[config.mk]
export PLATFORM = sky130hd
export DESIGN_NAME = line_sensor_frame_parser
export DESIGN_NICKNAME = d
export VERILOG_FILES = /design/src/rtl/core/lsfp_pkg.sv /design/src/rtl/core/lsfp_div.sv /design/src/rtl/core/line_sensor_frame_parser.sv
export SDC_FILE = /design/constraint.sdc
export NUM_CORES = 1
export LEC_CHECK = 0
export BUFFER_PORTS_ARGS = -buffer_cell sky130_fd_sc_hd__buf_2
export CAP_MARGIN = 30
export CORE_AREA = 2 2 170 172
export DETAILED_ROUTE_END_ITERATION = 16
export DIE_AREA = 0 0 172 174
export PLACE_DENSITY_LB_ADDON = 0.25
export SLEW_MARGIN = 15
export SYNTH_ARGS = -nofsm -noshare
export SYNTH_HDL_FRONTEND = slang
export SYNTH_SLANG_ARGS = --single-unit
[constraint.sdc]
create_clock -name clk -period 5 [get_ports clk]
set_input_delay 1 -clock clk [delete_from_list [all_inputs] [get_ports clk]]
set_output_delay 1 -clock clk [all_outputs]
set_load 0.02 [all_outputs]
[src/rtl/core/lsfp_pkg.sv]
package lsfp_pkg;

	localparam logic [7:0] HDR_BYTE  = 8'hFF;
	localparam logic [7:0] TAIL_BYTE = 8'hFE;
	localparam logic [3:0] FP_IDLE   = 4'd0;
	localparam logic [3:0] FP_LAST_CH = 4'd8;
	localparam logic [3:0] FP_CSUM   = 4'd9;
	localparam logic [3:0] FP_TAIL   = 4'd10;

	localparam int MAG_W     = 13;
	localparam int DIV_STEPS = MAG_W;

	typedef enum logic [1:0] {
		EV_NONE     = 2'd0,
		EV_VALID    = 2'd1,
		EV_FORMAT   = 2'd2,
		EV_CHECKSUM = 2'd3
	} ev_t;

	typedef enum logic [2:0] {
		ST_IDLE = 3'b001,
		ST_DIV  = 3'b010,
		ST_OUT  = 3'b100
	} state_t;

	// divider request: magnitude of the weighted sum, sign, detect count
	typedef struct packed {
		logic             start;
		logic             neg;
		logic [MAG_W-1:0] mag;
		logic [2:0]       den;
	} div_req_t;

	typedef struct packed {
		logic                    done;
		logic signed [MAG_W-1:0] quot;
	} div_rsp_t;

	function automatic logic signed [14:0] lane_weight(input logic [2:0] lane);
		logic signed [14:0] w;
		unique case (lane)
			3'd1:    w = -15'sd2500;
			3'd2:    w = -15'sd1500;
			3'd3:    w = -15'sd500;
			3'd4:    w = 15'sd500;
			3'd5:    w = 15'sd1500;
			3'd6:    w = 15'sd2500;
			default: w = 15'sd0;
		endcase
		return w;
	endfunction

endpackage

[src/rtl/core/lsfp_div.sv]
module lsfp_div
	import lsfp_pkg::*;
(
	input  logic     clk,
	input  logic     arst_n,
	input  div_req_t req,
	output div_rsp_t rsp
);

	logic [MAG_W-1:0] mag_q;
	logic [MAG_W-1:0] quo_q;
	logic [2:0]       rem_q;
	logic [2:0]       den_q;
	logic [3:0]       cnt_q;
	logic             busy_q;
	logic             done_q;
	logic             neg_q;

	logic [3:0] trial;
	logic       ge;
	logic [3:0] diff;

	// one restoring step per cycle, MSB first
	assign trial = {rem_q, mag_q[MAG_W-1]};
	assign ge    = trial >= {1'b0, den_q};
	assign diff  = trial - {1'b0, den_q};

	always_ff @(posedge clk or negedge arst_n) begin
		if (!arst_n) begin
			busy_q <= 1'b0;
			done_q <= 1'b0;
			cnt_q  <= '0;
		end else begin
			done_q <= 1'b0;
			if (req.start) begin
				busy_q <= 1'b1;
				cnt_q  <= '0;
			end else if (busy_q) begin
				cnt_q <= cnt_q + 4'd1;
				if (cnt_q == 4'(DIV_STEPS - 1)) begin
					busy_q <= 1'b0;
					done_q <= 1'b1;
				end
			end
		end
	end

	always_ff @(posedge clk) begin
		if (req.start) begin
			mag_q <= req.mag;
			den_q <= req.den;
			neg_q <= req.neg;
			rem_q <= '0;
			quo_q <= '0;
		end else if (busy_q) begin
			mag_q <= {mag_q[MAG_W-2:0], 1'b0};
			rem_q <= ge ? diff[2:0] : trial[2:0];
			quo_q <= {quo_q[MAG_W-2:0], ge};
		end
	end

	assign rsp.done = done_q;
	assign rsp.quot = neg_q ? -$signed(quo_q) : $signed(quo_q);

	a_start_den: assert property (@(posedge clk) disable iff (!arst_n)
		req.start |-> req.den != 3'd0)
		else $error("divider started with zero divisor");
	a_no_restart: assert property (@(posedge clk) disable iff (!arst_n)
		busy_q |-> !req.start)
		else $error("divider restarted while busy");
	a_done_after_busy: assert property (@(posedge clk) disable iff (!arst_n)
		done_q |-> $past(busy_q))
		else $error("divider done without a run");

endmodule

[src/rtl/core/line_sensor_frame_parser.sv]
// One byte per input beat; every byte yields one result beat, and the input stays
// not ready until that result leaves. Most bytes: result valid the cycle after the
// input beat. Valid frame with detection: the divider runs its 13 restoring steps,
// then the quotient is registered into the published position as the state moves
// to output, and only then is the result valid.
// arst_n clears parser state, published values (lost flag set) and counters.
module line_sensor_frame_parser
	import lsfp_pkg::*;
(
	input  logic                clk,
	input  logic                arst_n,
	input  logic                in_valid,
	output logic                in_ready,
	input  logic [7:0]          rx_byte,
	input  logic [31:0]         now_ms,
	output logic                out_valid,
	input  logic                out_ready,
	output logic [1:0]          event_res,
	output logic [7:0]          channel_mask,
	output logic [6:0]          detect_bits,
	output logic [2:0]          active_count,
	output logic                line_lost,
	output logic signed [12:0]  position,
	output logic signed [12:0]  last_position,
	output logic [31:0]         last_detection_time,
	output logic [31:0]         valid_frames,
	output logic [31:0]         checksum_errors,
	output logic [31:0]         format_errors,
	output logic [31:0]         detection_events
);

	state_t     state_q;
	logic [3:0] fp_q;
	logic [7:0] chan_q;
	logic [7:0] sum_q;
	ev_t        ev_q;

	logic [7:0]         mask_q;
	logic [6:0]         det_q;
	logic [2:0]         cnt_q;
	logic               lost_q;
	logic signed [12:0] pos_q;
	logic signed [12:0] last_pos_q;
	logic [31:0]        last_time_q;
	logic [31:0]        time_hold_q;
	logic [31:0]        n_valid_q;
	logic [31:0]        n_csum_q;
	logic [31:0]        n_format_q;
	logic [31:0]        n_detect_q;

	logic       accept;
	logic [3:0] fp_d;
	logic [7:0] chan_d;
	logic [7:0] sum_d;
	ev_t        ev_d;
	logic [3:0] fp_m1;

	logic [6:0]         det_new;
	logic [2:0]         cnt_new;
	logic signed [14:0] wsum;
	logic [14:0]        wabs;

	div_req_t div_req;
	div_rsp_t div_rsp;

	assign accept = in_valid && in_ready;
	assign fp_m1  = fp_q - 4'd1;

	always_comb begin
		fp_d   = fp_q;
		chan_d = chan_q;
		sum_d  = sum_q;
		ev_d   = EV_NONE;
		priority if (fp_q == FP_IDLE) begin
			fp_d  = (rx_byte == HDR_BYTE) ? 4'd1 : FP_IDLE;
			sum_d = '0;
		end else if (fp_q <= FP_LAST_CH) begin
			if (rx_byte > 8'd1) begin
				ev_d  = EV_FORMAT;
				fp_d  = (rx_byte == HDR_BYTE) ? 4'd1 : FP_IDLE;
				sum_d = '0;
			end else begin
				chan_d[fp_m1[2:0]] = rx_byte[0];
				sum_d = sum_q + rx_byte;
				fp_d  = fp_q + 4'd1;
			end
		end else if (fp_q == FP_CSUM) begin
			if (rx_byte != sum_q) begin
				ev_d  = EV_CHECKSUM;
				fp_d  = (rx_byte == HDR_BYTE) ? 4'd1 : FP_IDLE;
				sum_d = '0;
			end else begin
				fp_d = FP_TAIL;
			end
		end else begin
			sum_d = '0;
			if (rx_byte != TAIL_BYTE) begin
				ev_d = EV_FORMAT;
				fp_d = (rx_byte == HDR_BYTE) ? 4'd1 : FP_IDLE;
			end else begin
				ev_d = EV_VALID;
				fp_d = FP_IDLE;
			end
		end
	end

	// active-low detect over channels 2..7 (bits 1..6)
	always_comb begin
		det_new = '0;
		cnt_new = '0;
		wsum    = '0;
		for (int i = 1; i <= 6; i++) begin
			if (!chan_q[i]) begin
				det_new[i] = 1'b1;
				cnt_new    = cnt_new + 3'd1;
				wsum       = wsum + lane_weight(3'(i));
			end
		end
	end

	assign wabs = wsum[14] ? 15'(-wsum) : 15'(wsum);

	assign div_req.start = accept && (ev_d == EV_VALID) && (cnt_new != 3'd0);
	assign div_req.neg   = wsum[14];
	assign div_req.mag   = wabs[MAG_W-1:0];
	assign div_req.den   = cnt_new;

	lsfp_div u_div (
		.clk    (clk),
		.arst_n (arst_n),
		.req    (div_req),
		.rsp    (div_rsp)
	);

	always_ff @(posedge clk or negedge arst_n) begin
		if (!arst_n) begin
			state_q     <= ST_IDLE;
			fp_q        <= FP_IDLE;
			chan_q      <= '0;
			sum_q       <= '0;
			ev_q        <= EV_NONE;
			mask_q      <= '0;
			det_q       <= '0;
			cnt_q       <= '0;
			lost_q      <= 1'b1;
			pos_q       <= '0;
			last_pos_q  <= '0;
			last_time_q <= '0;
			n_valid_q   <= '0;
			n_csum_q    <= '0;
			n_format_q  <= '0;
			n_detect_q  <= '0;
		end else begin
			unique case (state_q)
				ST_IDLE: begin
					if (accept) begin
						fp_q   <= fp_d;
						chan_q <= chan_d;
						sum_q  <= sum_d;
						ev_q   <= ev_d;
						state_q <= div_req.start ? ST_DIV : ST_OUT;
						if (ev_d == EV_FORMAT) n_format_q <= n_format_q + 32'd1;
						if (ev_d == EV_CHECKSUM) n_csum_q <= n_csum_q + 32'd1;
						if (ev_d == EV_VALID) begin
							n_valid_q <= n_valid_q + 32'd1;
							mask_q    <= chan_q;
							det_q     <= det_new;
							cnt_q     <= cnt_new;
							lost_q    <= (cnt_new == 3'd0);
						end
					end
				end
				ST_DIV: begin
					if (div_rsp.done) begin
						pos_q       <= div_rsp.quot;
						last_pos_q  <= div_rsp.quot;
						last_time_q <= time_hold_q;
						n_detect_q  <= n_detect_q + 32'd1;
						state_q     <= ST_OUT;
					end
				end
				ST_OUT: begin
					if (out_ready) state_q <= ST_IDLE;
				end
				default: state_q <= ST_IDLE;
			endcase
		end
	end

	always_ff @(posedge clk) begin
		if (div_req.start) time_hold_q <= now_ms;
	end

	assign in_ready            = (state_q == ST_IDLE);
	assign out_valid           = (state_q == ST_OUT);
	assign event_res           = ev_q;
	assign channel_mask        = mask_q;
	assign detect_bits         = det_q;
	assign active_count        = cnt_q;
	assign line_lost           = lost_q;
	assign position            = pos_q;
	assign last_position       = last_pos_q;
	assign last_detection_time = last_time_q;
	assign valid_frames        = n_valid_q;
	assign checksum_errors     = n_csum_q;
	assign format_errors       = n_format_q;
	assign detection_events    = n_detect_q;

	a_one_side: assert property (@(posedge clk) disable iff (!arst_n)
		!(in_ready && out_valid))
		else $error("input ready while a result is pending");
	a_done_in_div: assert property (@(posedge clk) disable iff (!arst_n)
		div_rsp.done |-> state_q == ST_DIV)
		else $error("divider result outside divide state");
	a_count_mask: assert property (@(posedge clk) disable iff (!arst_n)
		($countones(det_q) == int'(cnt_q)) && (lost_q == (cnt_q == 3'd0)) && !det_q[0])
		else $error("published count, mask and lost flag disagree");
	a_fp_range: assert property (@(posedge clk) disable iff (!arst_n)
		fp_q <= FP_TAIL)
		else $error("frame position out of range");
	a_div_then_detect: assert property (@(posedge clk) disable iff (!arst_n)
		(state_q == ST_DIV) && div_rsp.done |=> n_detect_q == $past(n_detect_q) + 32'd1)
		else $error("detect counter missed a detection");

endmodule
---- Yosys cells after proc, flatten, opt, wreduce, memory -nomap -nowiden ----
Cells that the tools add are included.
storage, ports and cells
  bits in latches ......................... 0
  output and inout port bits .............. 209
  bits in writable memories ............... 0
  register bits ........................... 287
  bits in read-only memories .............. 0
  logic and storage cells ................. 145
  memories kept ........................... 0
operators by class
  reduce and logical (&&, ||, !) cells .... 16
  mux-type cells .......................... 62
  order comparisons ....................... 5
  shifts and indexed selects .............. 0
  multiply operators ...................... 0
  bitwise operators ....................... 2
  div/mod/pow operators ................... 0
  equal/unequal tests ..................... 15
  $add $sub $neg .......................... 21
operator list
  kind                                                                             count
  15-bit two-way mux                                                               11
  32-bit by 1-bit adder with 32-bit output, second input constant                  4
  15-bit adder                                                                     5
  13-bit two-way mux                                                               4
  8-bit two-way mux                                                                5
  3-bit two-way mux                                                                10
  4-bit two-way mux                                                                7
  13-bit negation                                                                  2
  1-bit two-way mux                                                                16
  3-bit by 1-bit adder with 3-bit output, second input constant                    5
  3-bit AND reduction                                                              5
  2-bit two-way mux                                                                6
  3-bit case mux with 3 select lines                                               1
  4-bit by 1-bit adder with 4-bit output, second input constant                    2
  8-bit adder                                                                      1
  8-bit bitwise mux                                                                1
  4-bit == test, second input constant                                             2
  8-bit == test, second input constant                                             1
  8-bit by 1-bit greater-than comparator with 1-bit output, second input constant  1
  8-bit inequality test                                                            1
  8-bit inequality test, second input constant                                     1
  2-bit by 1-bit inequality test with 1-bit output, second input constant          3
  5-bit AND reduction                                                              1
  2-bit == test, second input constant                                             2
  19 further kinds                                                                 24

---- Longest topological paths before layout ----
Gate-level depths: netlist of the first run.
  depth after elaboration ................. 16
  gate-level depth with buffers ........... 23
  depth with buffers taken out ............ 21

---- Hierarchy ----
From an unflattened synthesis of the first run, not the netlist that was laid out.
unflattened totals
  cell total of the unflattened synthesis .. 1305
  area, all modules ....................... 14421.3 sq um
modules (own cells, without submodules)
  module                    seq. area each (sq um)  instances  area an instance (sq um)  cells each
  line_sensor_frame_parser  6368.6                  1          12424.4                   1134
  lsfp_div                  980.9                   1          1996.9                    171

---- Least setup slack after synthesis of the first run ----
No wires, ideal clock.
  path kind ............................... reg-to-reg
  from .................................... reg chan_q[2]
  to ...................................... reg u_div.mag_q[12] (data pin)
  clock period less this slack ............ 5126 ps
  path slack .............................. -126 ps
  library setup time ...................... 264 ps
  path buffers ............................ 3
  data arrival time ....................... 4862 ps
  cell stages (with the launch flop) ...... 23
  required time ........................... 4736 ps
  path through ............................ dfrtp_1 -> buf_2 -> inv_1 -> ha_1 -> buf_4 -> xor2_2 -> inv_1 -> ha_1 -> mux2_2 -> ha_1 -> mux2i_1 -> inv_1 -> ha_1 -> nor2b_1 -> xnor2_1 -> xnor2_1 -> nor3_1 -> or2_2 -> clkbuf_1 -> inv_1 -> o21ai_0 -> a41oi_1 -> a211oi_1
RTL lines
  element                 RTL line                         text
  from (decl)             line_sensor_frame_parser.sv:34   logic [7:0] chan_q;
  from (signal assigned)  line_sensor_frame_parser.sv:158  chan_q <= chan_d;
  to (signal assigned)    lsfp_div.sv:50                   mag_q <= req.mag;
  to (signal assigned)    lsfp_div.sv:56                   mag_q <= {mag_q[MAG_W-2:0], 1'b0};
  to (decl)               lsfp_div.sv:10                   logic [MAG_W-1:0] mag_q;

---- Final worst setup path of the first run ----
  from .................................... reg chan_q[1]
  to ...................................... reg u_div.mag_q[11] (data pin)
between the ends
  longest elaborated chain between the ends .. 14
RTL lines
  element                                                                        RTL line                                                          text
  15-bit two-way mux / 1-bit two-way mux (equally long branches)                 line_sensor_frame_parser.sv:113                                   if (!chan_q[i]) begin
  15-bit adder / 3-bit by 1-bit adder with 3-bit output (equally long branches)  line_sensor_frame_parser.sv:116, line_sensor_frame_parser.sv:115
  15-bit two-way mux / 3-bit two-way mux (equally long branches)                 line_sensor_frame_parser.sv:113
  15-bit adder / 3-bit by 1-bit adder with 3-bit output (equally long branches)  line_sensor_frame_parser.sv:116, line_sensor_frame_parser.sv:115
  15-bit two-way mux / 3-bit two-way mux (equally long branches)                 line_sensor_frame_parser.sv:113
  15-bit adder / 3-bit by 1-bit adder with 3-bit output (equally long branches)  line_sensor_frame_parser.sv:116, line_sensor_frame_parser.sv:115
  15-bit two-way mux / 3-bit two-way mux (equally long branches)                 line_sensor_frame_parser.sv:113
  15-bit adder / 3-bit by 1-bit adder with 3-bit output (equally long branches)  line_sensor_frame_parser.sv:116, line_sensor_frame_parser.sv:115
  15-bit two-way mux / 3-bit two-way mux (equally long branches)                 line_sensor_frame_parser.sv:113
  15-bit adder / 3-bit by 1-bit adder with 3-bit output (equally long branches)  line_sensor_frame_parser.sv:116, line_sensor_frame_parser.sv:115
  15-bit two-way mux / 3-bit two-way mux (equally long branches)                 line_sensor_frame_parser.sv:113
  13-bit negation / 3-bit nonzero test (equally long branches)                   line_sensor_frame_parser.sv:121, line_sensor_frame_parser.sv:123
  13-bit two-way mux / 1-bit logical AND (equally long branches)                 line_sensor_frame_parser.sv:121, line_sensor_frame_parser.sv:123
  13-bit two-way mux (*)                                                         lsfp_div.sv:49                                                    if (req.start) begin
Mark *: on every way between the ends. The rest lies on a longest branch, timed or not.
A chain may end at the register's enable or synchronous reset.

==> flow_metrics.tcl, run 1 <==
set metrics [dict create \
    status "finished clean" \
    grt_usage_pct 21.4 \
    setup_tns_ns 0 \
    drt_iter0_drc 631 \
    dieHeight_um 174 \
    p_int_uw 3990 \
    path_clk_slew_ns 0.06 \
    syn_area_um2 14200 \
    cpPeakStageDelay_ns 0.49 \
    synthArstFlopShare_pct 77.9 \
    clock_sinks 285 \
    path_max_fanout 6 \
    cp_data_arrival_time_ns 5.03 \
    pwr-share-comb_pct 3.5 \
    hold_buffers 0 \
    n_fill_cell 2458 \
    std_cell_rows 62 \
    grt-ovfl-total 0 \
    crit_buf_inv 2 \
    clk_latency_ns 0.56 \
    clock.fmax_ghz 0.212 \
    layout.nets 1705 \
    die-area_um2 29900 \
    p_total_uw 5070 \
    vdd.ir_drop.worst_v 0.000246 \
    slew_headroom_pct 37.4 \
    crit_type "reg2reg" \
    cpLargestDelayFamily "adder cells" \
    finalClockSkew_ns 0.0137 \
    vias 10600 \
    clock_power_share_pct 49.4 \
    ys_seq_area_share_pct 51.5 \
    period_share_pct 94.5 \
    antenna_found_initial 3 \
    power_leakage_uw 0.00804 \
    clockBufferDepth 3 \
    multiInputGateArea_um2 6450 \
    drive_above_1_share_pct 23.5 \
    ys.flop_type "dfrtp_1" \
    setup_ws_ns 0.277 \
    regArea_um2 7290 \
    area_delta_synth_final_pct 20.0 \
    start_util_pct 50.2 \
    yosysWarnings 0 \
    min_period_ns 4.72 \
    dieWidth_um 172 \
    powerDensity_nw_per_um2 298 \
    postRouteAntennaNets 0 \
    p_sw_share_pct 21.4 \
    wl_per_cell_um 15.8 \
    wl_um 32200 \
    endpoint_kind "register" \
    grt_pass1_vias 10300 \
    hold_class "reg2reg" \
    netlist_instances 1377 \
    power.switching_uw 1080 \
    root_buffer "clkbuf_16" \
    critPathSlowestCell "nor4_1" \
    cap_violations 0 \
    drc 0 \
    worstMarginPinSlew_ns 0.940 \
    cts_buffers 31 \
    p_seq_share_pct 47.1 \
    crit_top_cell "ha_1" \
    syn_area_per_cell_um2 10.3 \
    viasPerCell 5.21 \
    grt_max_degree 126 \
    dp_slack_ns -0.115 \
    hpwl_um 23600 \
    startpoint_type "register" \
    layout_common_cells "nand2_1, buf_2, dfrtp_1" \
    synth-seq-cells 285 \
    cts_tree "done" \
    synth_cell_types 86 \
    grt_pass1_wl_um 52400 \
    hold_viol_final 0 \
    firstDrtPassIters 5 \
    pin_count 253 \
    synth-edff-count 47 \
    core_area_um2 28200 \
    drv_slew 0 \
    place.gp.congestion 0.880 \
    htree_levels 1 \
    final_common_cell "nand2_1" \
    io_buffer_count 251 \
    synthesis.nets 1457 \
    setup_viol 0 \
    worstPathRequired_ns 5.31 \
    crit_chain "inv_2, ha_1, xor2_2, inv_1, ha_1, nor2b_1, a31oi_2, ha_1, mux2i_1, ha_1, nand2_1, nor3b_1, mux2_2, nor4_4, a22o_1, a32oi_2, nor4_1, a311oi_2, xnor2_1, mux2_2" \
]
flip-flops by register name (all words and copies together), names as in the netlist, 11 cells and up:
signal	count
format_errors	32
checksum_errors	32
u_div.mag_q	11
last_detection_time	32
u_div.quo_q	13
valid_frames	32
last_position	13
detection_events	32
time_hold_q	32
worst min-delay path, stage by stage (launching register included):
cell and delay (ns):
edfxtp_1 0.32, nand2_1 0.04, nand2_1 0.05
power by group through the flow:
stage	clock [uW]	sequential, uW	combinational (uW)
2_1_floorplan	0	2440	79.8
3_3_place_gp	0	2430	181
3_5_place_dp	0	2430	182
4_1_cts	2570	2390	183
5_1_grt	2660	2390	204
6_report	2510	2390	179
layout make-up:
cell class	instances	share of cell area, %
Clock inverter	21	1.78
Clock buffer	37	4.94
Sequential cell	285	42.9
Timing Repair Buffer	279	8.95
Multi-Input combinational cell	1001	38.0
Tap cell	384	2.83
Antenna cell	3	0.0442
Inverter	27	0.618
per-layer routing:
layer  up-vias  track usage [%]  wire, um
li1       5228                -         -
met1      5047             28.0     13700
met2       297             35.9     15400
met3        47             4.30      2240
met4         0             6.72       887
met5         -                0         0
synth_stat cells (23+ instances only):
master    count  area share (%)
nor2_1       91             2.4
nand3_1      63             2.2
edfxtp_1     47              10
o21ai_0      50             1.8
ha_1         34             3.0
dfrtp_1     220              39
nand4_1      33             1.5
xnor2_1     127             7.9
xor2_1       54             3.3
a21oi_1      23            0.81
nand2_1     258             6.8
inv_1        26            0.69
nor3_1       25            0.88
clkbuf_1     34            0.90
and3_1       26             1.1
what timing repair did:
action / in CTS / in global routing
resized for setup: 3 / 3
gates cloned: 0 / 0
buffers inserted: 0 / 5
endpoints found under the setup margin: 10 / 11
pin swaps: 0 / 3
final timing paths:
| kind | startpoint | to | slack [ns] | cells after the start |
|---|---|---|---|---|
| worst max-delay path | chan_q[1] | u_div.mag_q[11] | 0.28 | 20 |
| worst min-delay path | time_hold_q[5] | last_detection_time[5] | 0.44 | 2 |
| worst max register to register | chan_q[1] | u_div.mag_q[11] | 0.28 | 20 |
| worst min register to register | time_hold_q[5] | last_detection_time[5] | 0.44 | 2 |
| max in group asynchronous | arst_n | format_errors[29] | 3.44 | 2 |
| min in group asynchronous | arst_n | detection_events[28] | 0.50 | 1 |
cells by family after synthesis:
family | after synthesis | synth area share [%]
buffers and inverters | 91 | 3.15
XOR/XNOR | 186 | 11.8
other | 1 | 0.0265
adder cells (fa/ha/maj) | 36 | 3.29
AND/OR/NAND/NOR | 597 | 20.4
multiplexers | 36 | 2.84
flip-flops | 285 | 51.5
AO/OA/AOI/OAI | 145 | 6.97
through the flow:
stage               area [um2]  hold WS, ns  std cells  util (%)
finish                   17000        0.440       2037      60.2
global route             17000        0.443       2037      60.2
CTS                      17000        0.440       2029      60.0
detailed placement       15800        0.421       1971      55.9
global placement         15800        0.417       1970      55.8
floorplan                14200        0.415       1377         -
No activity file was read; power rests on OpenSTA's default activity.
==> run 2: changes to the inputs <==
--- a/config.mk
+++ b/config.mk
@@ -5,11 +5,12 @@
 export SDC_FILE = /design/constraint.sdc
 export NUM_CORES = 1
 export LEC_CHECK = 0
+export ABC_AREA = 1
 export BUFFER_PORTS_ARGS = -buffer_cell sky130_fd_sc_hd__buf_2
 export CAP_MARGIN = 30
-export CORE_AREA = 2 2 170 172
+export CORE_AREA = 2 2 164 166
 export DETAILED_ROUTE_END_ITERATION = 16
-export DIE_AREA = 0 0 172 174
+export DIE_AREA = 0 0 166 168
 export PLACE_DENSITY_LB_ADDON = 0.25
 export SLEW_MARGIN = 15
 export SYNTH_ARGS = -nofsm -noshare
==> constraint.sdc (replaced) <==
create_clock -name clk -period 5.6 [get_ports clk]
set_input_delay 1.12 -clock clk [delete_from_list [all_inputs] [get_ports clk]]
set_output_delay 1.12 -clock clk [all_outputs]
set_load 0.02 [all_outputs]
==> flow_metrics.tcl, run 2 <==
set metrics [dict create \
    hold_viol_final 0 \
    die-area_um2 27900 \
    min_period_ns 4.31 \
    synth-edff-count 47 \
    core_area_um2 26400 \
    syn_area_um2 14900 \
    cap_violations 0 \
    crit_top_cell "nand2_1" \
    slew_headroom_pct 39.7 \
    synth_common_cells "nand2_1, dfrtp_1, inv_1" \
    clockBufferDepth 3 \
    pwr-share-comb_pct 5.4 \
    path_max_fanout 58 \
    grt-ovfl-total 0 \
    start_util_pct 56.7 \
    p_sw_share_pct 22.2 \
    placed_cells 2307 \
    p_int_uw 3510 \
    diodes 0 \
    p_total_uw 4510 \
    fin_cells 2361 \
    cts_tree "done" \
    n_fill_cell 2167 \
    fin_util_pct 66.5 \
    synth_largest_area_cell "dfrtp_1" \
    ys_seq_area_share_pct 48.8 \
    synth-seq-cells 285 \
    drc 0 \
    hold_class "reg2reg" \
    synthesis.nets 1836 \
    startpoint_type "register" \
    cp_data_arrival_time_ns 4.67 \
    wl_per_cell_um 14.5 \
    syn_area_per_cell_um2 8.51 \
    p_seq_share_pct 47.7 \
    grt_pass1_vias 11300 \
    worstMarginPinSlew_ns 0.904 \
    power_leakage_uw 0.00917 \
    regArea_um2 7290 \
    wl_um 34300 \
    synthArstFlopShare_pct 77.9 \
    multiInputGateArea_um2 6680 \
    status "finished clean" \
    endpoint_kind "register" \
    vdd.ir_drop.worst_v 0.000292 \
    clk_latency_ns 0.53 \
    grt_usage_pct 24.5 \
    path_clk_slew_ns 0.06 \
    yosysMostFrequentCell "nand2_1" \
    drive_above_1_share_pct 19.6 \
    grt_pass1_wl_um 57100 \
    postRouteAntennaNets 0 \
    vias 12200 \
    netlist_instances 1756 \
    setup_tns_ns 0 \
    pin_count 253 \
    post_cts_buffers 0 \
    hold_buffers 0 \
    rsz0062_at_grt "false" \
    synth_cell_types 59 \
    hpwl_um 25600 \
    yosysWarnings 0 \
    synth_top_area_share_pct 36.9 \
    clock_sinks 285 \
    grt_max_degree 124 \
    io_buffer_count 251 \
    dieHeight_um 168 \
    powerDensity_nw_per_um2 258 \
    worstPathRequired_ns 5.97 \
    std_cell_rows 60 \
    period_share_pct 76.9 \
    drt_iter0_drc 692 \
    place.gp.congestion 0.916 \
    ys.flop_type "dfrtp_1" \
    area_delta_synth_final_pct 17.2 \
    power.switching_uw 1000 \
    crit_chain "inv_1, ha_1, inv_1, nand2_1, nand2_2, ha_1, nand2_1, o21ai_0, ha_1, nand2_1, nand2_1, ha_1, nand2_1, xor2_1, xor2_1, nor2_1, nand2_1, inv_1, nor2_4, buf_4, nor2_1, a31oi_2" \
    ys_top_cells_by_area "dfrtp_1, nand2_1, edfxtp_1, xor2_1, inv_1" \
    crit_type "reg2reg" \
    firstDrtPassIters 5 \
    dieWidth_um 166 \
    viasPerCell 5.18 \
    cpPeakStageDelay_ns 0.59 \
    htree_levels 1 \
    layout.nets 2078 \
    antenna_found_initial 0 \
    finalClockSkew_ns 0.0135 \
    clock_power_share_pct 47.0 \
    setup_viol 0 \
    cts_buffers 29 \
    drv_slew 0 \
    finalHoldWorstSlack_ns 0.444 \
    critPathSlowestCell "buf_4" \
    final_common_cell "nand2_1" \
    layout_common_cells "nand2_1, buf_2, dfrtp_1" \
    post_cts_resized 0 \
    root_buffer "clkbuf_16" \
    clock.fmax_ghz 0.232 \
]
run 2: cell types whose count changed in the layout (fill, tap and decap cells not counted), moves of 15 or more:
cell,delta
nor2b_1,-15
xnor2_1,-89
and3_1,-25
nand2_1,+253
xor2_1,+52
mux2i_1,-19
buf_4,-22
nor2_1,+56
o21ai_0,+19
inv_1,+150
nor3_1,+32
run 2: layout make-up:
class	instances	share of cell area (%)
inverters	195	4.21
multi-input cells	1231	38.1
clock buffers	35	4.44
well taps	341	2.44
repair buffers	256	7.59
flip-flops and latches	285	41.6
clock inverters	18	1.57
run 2: per-stage QoR:
stage                     instance area (um2)  setup WS [ns]
after detailed placement                16400           1.04
after global routing                    17500          0.774
after CTS                               17500           1.26
after global placement                  16400           1.16
after floorplan                         14900           1.73
final                                   17500           1.29
run 2: power groups by stage:
stage          logic, uW  clock network, uW  registers (uW)
2_1_floorplan        123                  0            2210
5_1_grt              275               2230            2150
6_report             242               2120            2150
3_3_place_gp         239                  0            2190
3_5_place_dp         243                  0            2190
4_1_cts              244               2150            2150
run 2: logic make-up after synthesis:
family | Yosys count | share of synthesized area [%]
buffers and inverters | 240 | 6.59
flip-flops | 285 | 48.8
XOR/XNOR | 144 | 8.49
adder cells (fa/ha/maj) | 36 | 3.12
AO/OA/AOI/OAI | 131 | 5.16
AND/OR/NAND/NOR | 918 | 27.8
other | 1 | 0.0251
multiplexers | 1 | 0.0670
run 2: per-layer routing:
metal  part of all wire [%]  GRT usage [%]  up-vias
met5                      0              0        -
met4                    2.1           5.44        0
li1                       -              -     6097
met2                     46           39.9      326
met3                    6.4           4.58       47
met1                     45           34.4     5758
run 2: final timing paths:
check	endpoint	slack, ns	start	cells after the start
setup / recovery	u_div.mag_q[5]	1.29	chan_q[2]	22
max in group asynchronous	channel_mask[5]	3.84	arst_n	2
setup reg to reg	u_div.mag_q[5]	1.29	chan_q[2]	22
min in group asynchronous	detection_events[31]	0.69	arst_n	1
hold / removal	last_detection_time[9]	0.44	time_hold_q[9]	2
hold reg to reg	last_detection_time[9]	0.44	time_hold_q[9]	2
run 2: critical path, delay by kind of cell (launching register included):
kind                       cells  cell delay, ns
buffers and inverters          4            0.88
and+or+nand+nor               10            0.83
xor gates and xnor gates       2            0.48
AOI/OAI and AO/OA              2            0.30
adders and majority gates      4            1.11
DFF                            1            0.53
==> run 3: changes to the inputs <==
--- a/config.mk
+++ b/config.mk
@@ -8,9 +8,9 @@
 export ABC_AREA = 1
 export BUFFER_PORTS_ARGS = -buffer_cell sky130_fd_sc_hd__buf_2
 export CAP_MARGIN = 30
-export CORE_AREA = 2 2 164 166
+export CORE_AREA = 2 2 165 167
 export DETAILED_ROUTE_END_ITERATION = 16
-export DIE_AREA = 0 0 166 168
+export DIE_AREA = 0 0 167 169
 export PLACE_DENSITY_LB_ADDON = 0.25
 export SLEW_MARGIN = 15
 export SYNTH_ARGS = -nofsm -noshare
==> constraint.sdc (replaced) <==
create_clock -name clk -period 4.4 [get_ports clk]
set_input_delay 0.88 -clock clk [delete_from_list [all_inputs] [get_ports clk]]
set_output_delay 0.88 -clock clk [all_outputs]
set_load 0.02 [all_outputs]
==> flow_metrics.tcl, run 3 (synthesized netlist as in run 2, its figures left out) <==
set metrics [dict create \
    r2r_slack_ns 0.39 \
    powerDensity_nw_per_um2 326 \
    power.switching_uw 1310 \
    setup_viol 0 \
    rsz0062_at_grt "false" \
    firstDrtPassIters 5 \
    clock.fmax_ghz 0.249 \
    drv_slew 0 \
    crit_top_cell "nand2_1" \
    area_delta_synth_final_pct 18.3 \
    cap_violations 0 \
    grt-ovfl-total 0 \
    clock_sinks 285 \
    r2r_end "u_div.mag_q[12]" \
    vias 12400 \
    layout_common_cells "nand2_1, buf_2, dfrtp_1" \
    place.gp.congestion 0.902 \
    root_buffer "clkbuf_16" \
    postRouteAntennaNets 0 \
    cts_buffers 31 \
    grt_pass1_vias 11800 \
    slew_headroom_pct 39.8 \
    startpoint_type "register" \
    r2r_cells 28 \
    dieHeight_um 169 \
    pwr-share-comb_pct 5.4 \
    grt_pass1_wl_um 58900 \
    dieWidth_um 167 \
    start_util_pct 56.4 \
    vdd.ir_drop.worst_v 0.000322 \
    drt_iter0_drc 1025 \
    antenna_found_initial 0 \
    pin_count 253 \
    hold_class "in2async" \
    min_period_ns 4.01 \
    p_int_uw 4460 \
    wl_per_cell_um 15.0 \
    io_buffer_count 251 \
    grt_usage_pct 25.0 \
    setup_tns_ns 0 \
    clk_latency_ns 0.55 \
    std_cell_rows 60 \
    die-area_um2 28200 \
    power_leakage_uw 0.00923 \
    diodes 0 \
    period_share_pct 91.2 \
    crit_type "reg2reg" \
    worstPathRequired_ns 4.70 \
    htree_levels 1 \
    core_area_um2 26500 \
    path_clk_slew_ns 0.06 \
    n_fill_cell 2211 \
    endpoint_kind "register" \
    status "finished clean" \
    cts_tree "done" \
    cp_data_arrival_time_ns 4.32 \
    finalHoldWorstSlack_ns 0.350 \
    critPathSlowestCell "dfrtp_2" \
    drive_above_1_share_pct 20.5 \
    p_sw_share_pct 22.7 \
    grt_max_degree 108 \
    cpPeakStageDelay_ns 0.42 \
    clock_power_share_pct 47.1 \
    finalClockSkew_ns 0.0183 \
    layout.nets 2094 \
    final_common_cell "nand2_1" \
    viasPerCell 5.23 \
    wl_um 35600 \
    hpwl_um 26500 \
    r2r-start "chan_q[1]" \
    hold_buffers 0 \
    path_max_fanout 6 \
    p_seq_share_pct 47.4 \
    drc 0 \
    worstMarginPinSlew_ns 0.898 \
    clockBufferDepth 3 \
    hold_viol_final 0 \
]
run 3: changes by cell type in the layout (fill, tap and decap cells not counted), sizes merged:
cell      change
buf          +13
inv           -2
bufinv        -1
clkinv        +3
clkinvlp      +4
clkbuf        +2
run 3: worst max-delay path: cells and delay by family, from the launching register on:
kind / cells / cell delay (ns)
buffers and inverters: 5 / 0.36
DFF: 1 / 0.42
AOI/OAI and AO/OA: 2 / 0.32
muxes: 1 / 0.21
adders and majority gates: 5 / 1.28
and+or+nand+nor: 15 / 1.19
run 3: how the worst max path moves through the flow:
stage,from,to,slack (ns),cells past startpoint
global route,chan_q[1],u_div.mag_q[12],0.07,28
CTS,chan_q[1],u_div.mag_q[12],0.19,28
floorplan,chan_q[2],time_hold_q[0],0.53,20
detailed placement,chan_q[1],u_div.mag_q[12],0.20,28
global placement,chan_q[1],u_div.mag_q[12],0.35,28
finish,chan_q[1],u_div.mag_q[12],0.39,28
run 3: power groups by stage:
stage	sequential, uW	clock, uW	combinational [uW]
floorplan	2810	0	157
global placement	2790	0	308
detailed placement	2790	0	316
CTS	2740	2770	318
global route	2740	2870	351
finish	2740	2720	314
run 3: per-stage QoR:
step           instances  instance area [um2]  utilization (%)  setup slack, ns  power (uW)
4_1_cts             2377                17600             66.5            0.189        5830
6_report            2380                17700             66.7            0.386        5770
5_1_grt             2380                17700             66.7           0.0681        5960
2_1_floorplan       1756                14900                -            0.534        2960
3_5_place_dp        2319                16500             62.4            0.201        3100
3_3_place_gp        2318                16500             62.4            0.350        3100
run 3: area by class of cell:
cell class	instances	area [um2]	area share, %
Clock buffer	37	808	4.57
Clock inverter	21	268	1.51
Inverter	195	741	4.19
Multi-Input combinational cell	1231	6700	37.9
Sequential cell	285	7290	41.2
Tap cell	341	427	2.41
Timing Repair Buffer	269	1440	8.16
Timing Repair inverter	1	5.00	0.0283
run 3: repair_timing:
action,in CTS,in global routing
setup buffers,0,2
endpoints found under the setup margin,0,22
gates resized for setup,0,7
run 3: routing by layer:
metal	global-route usage, %	share of wire [%]
met5	0	0
met4	5.40	1.8
met1	34.7	45
met2	41.4	47
met3	4.33	6.6
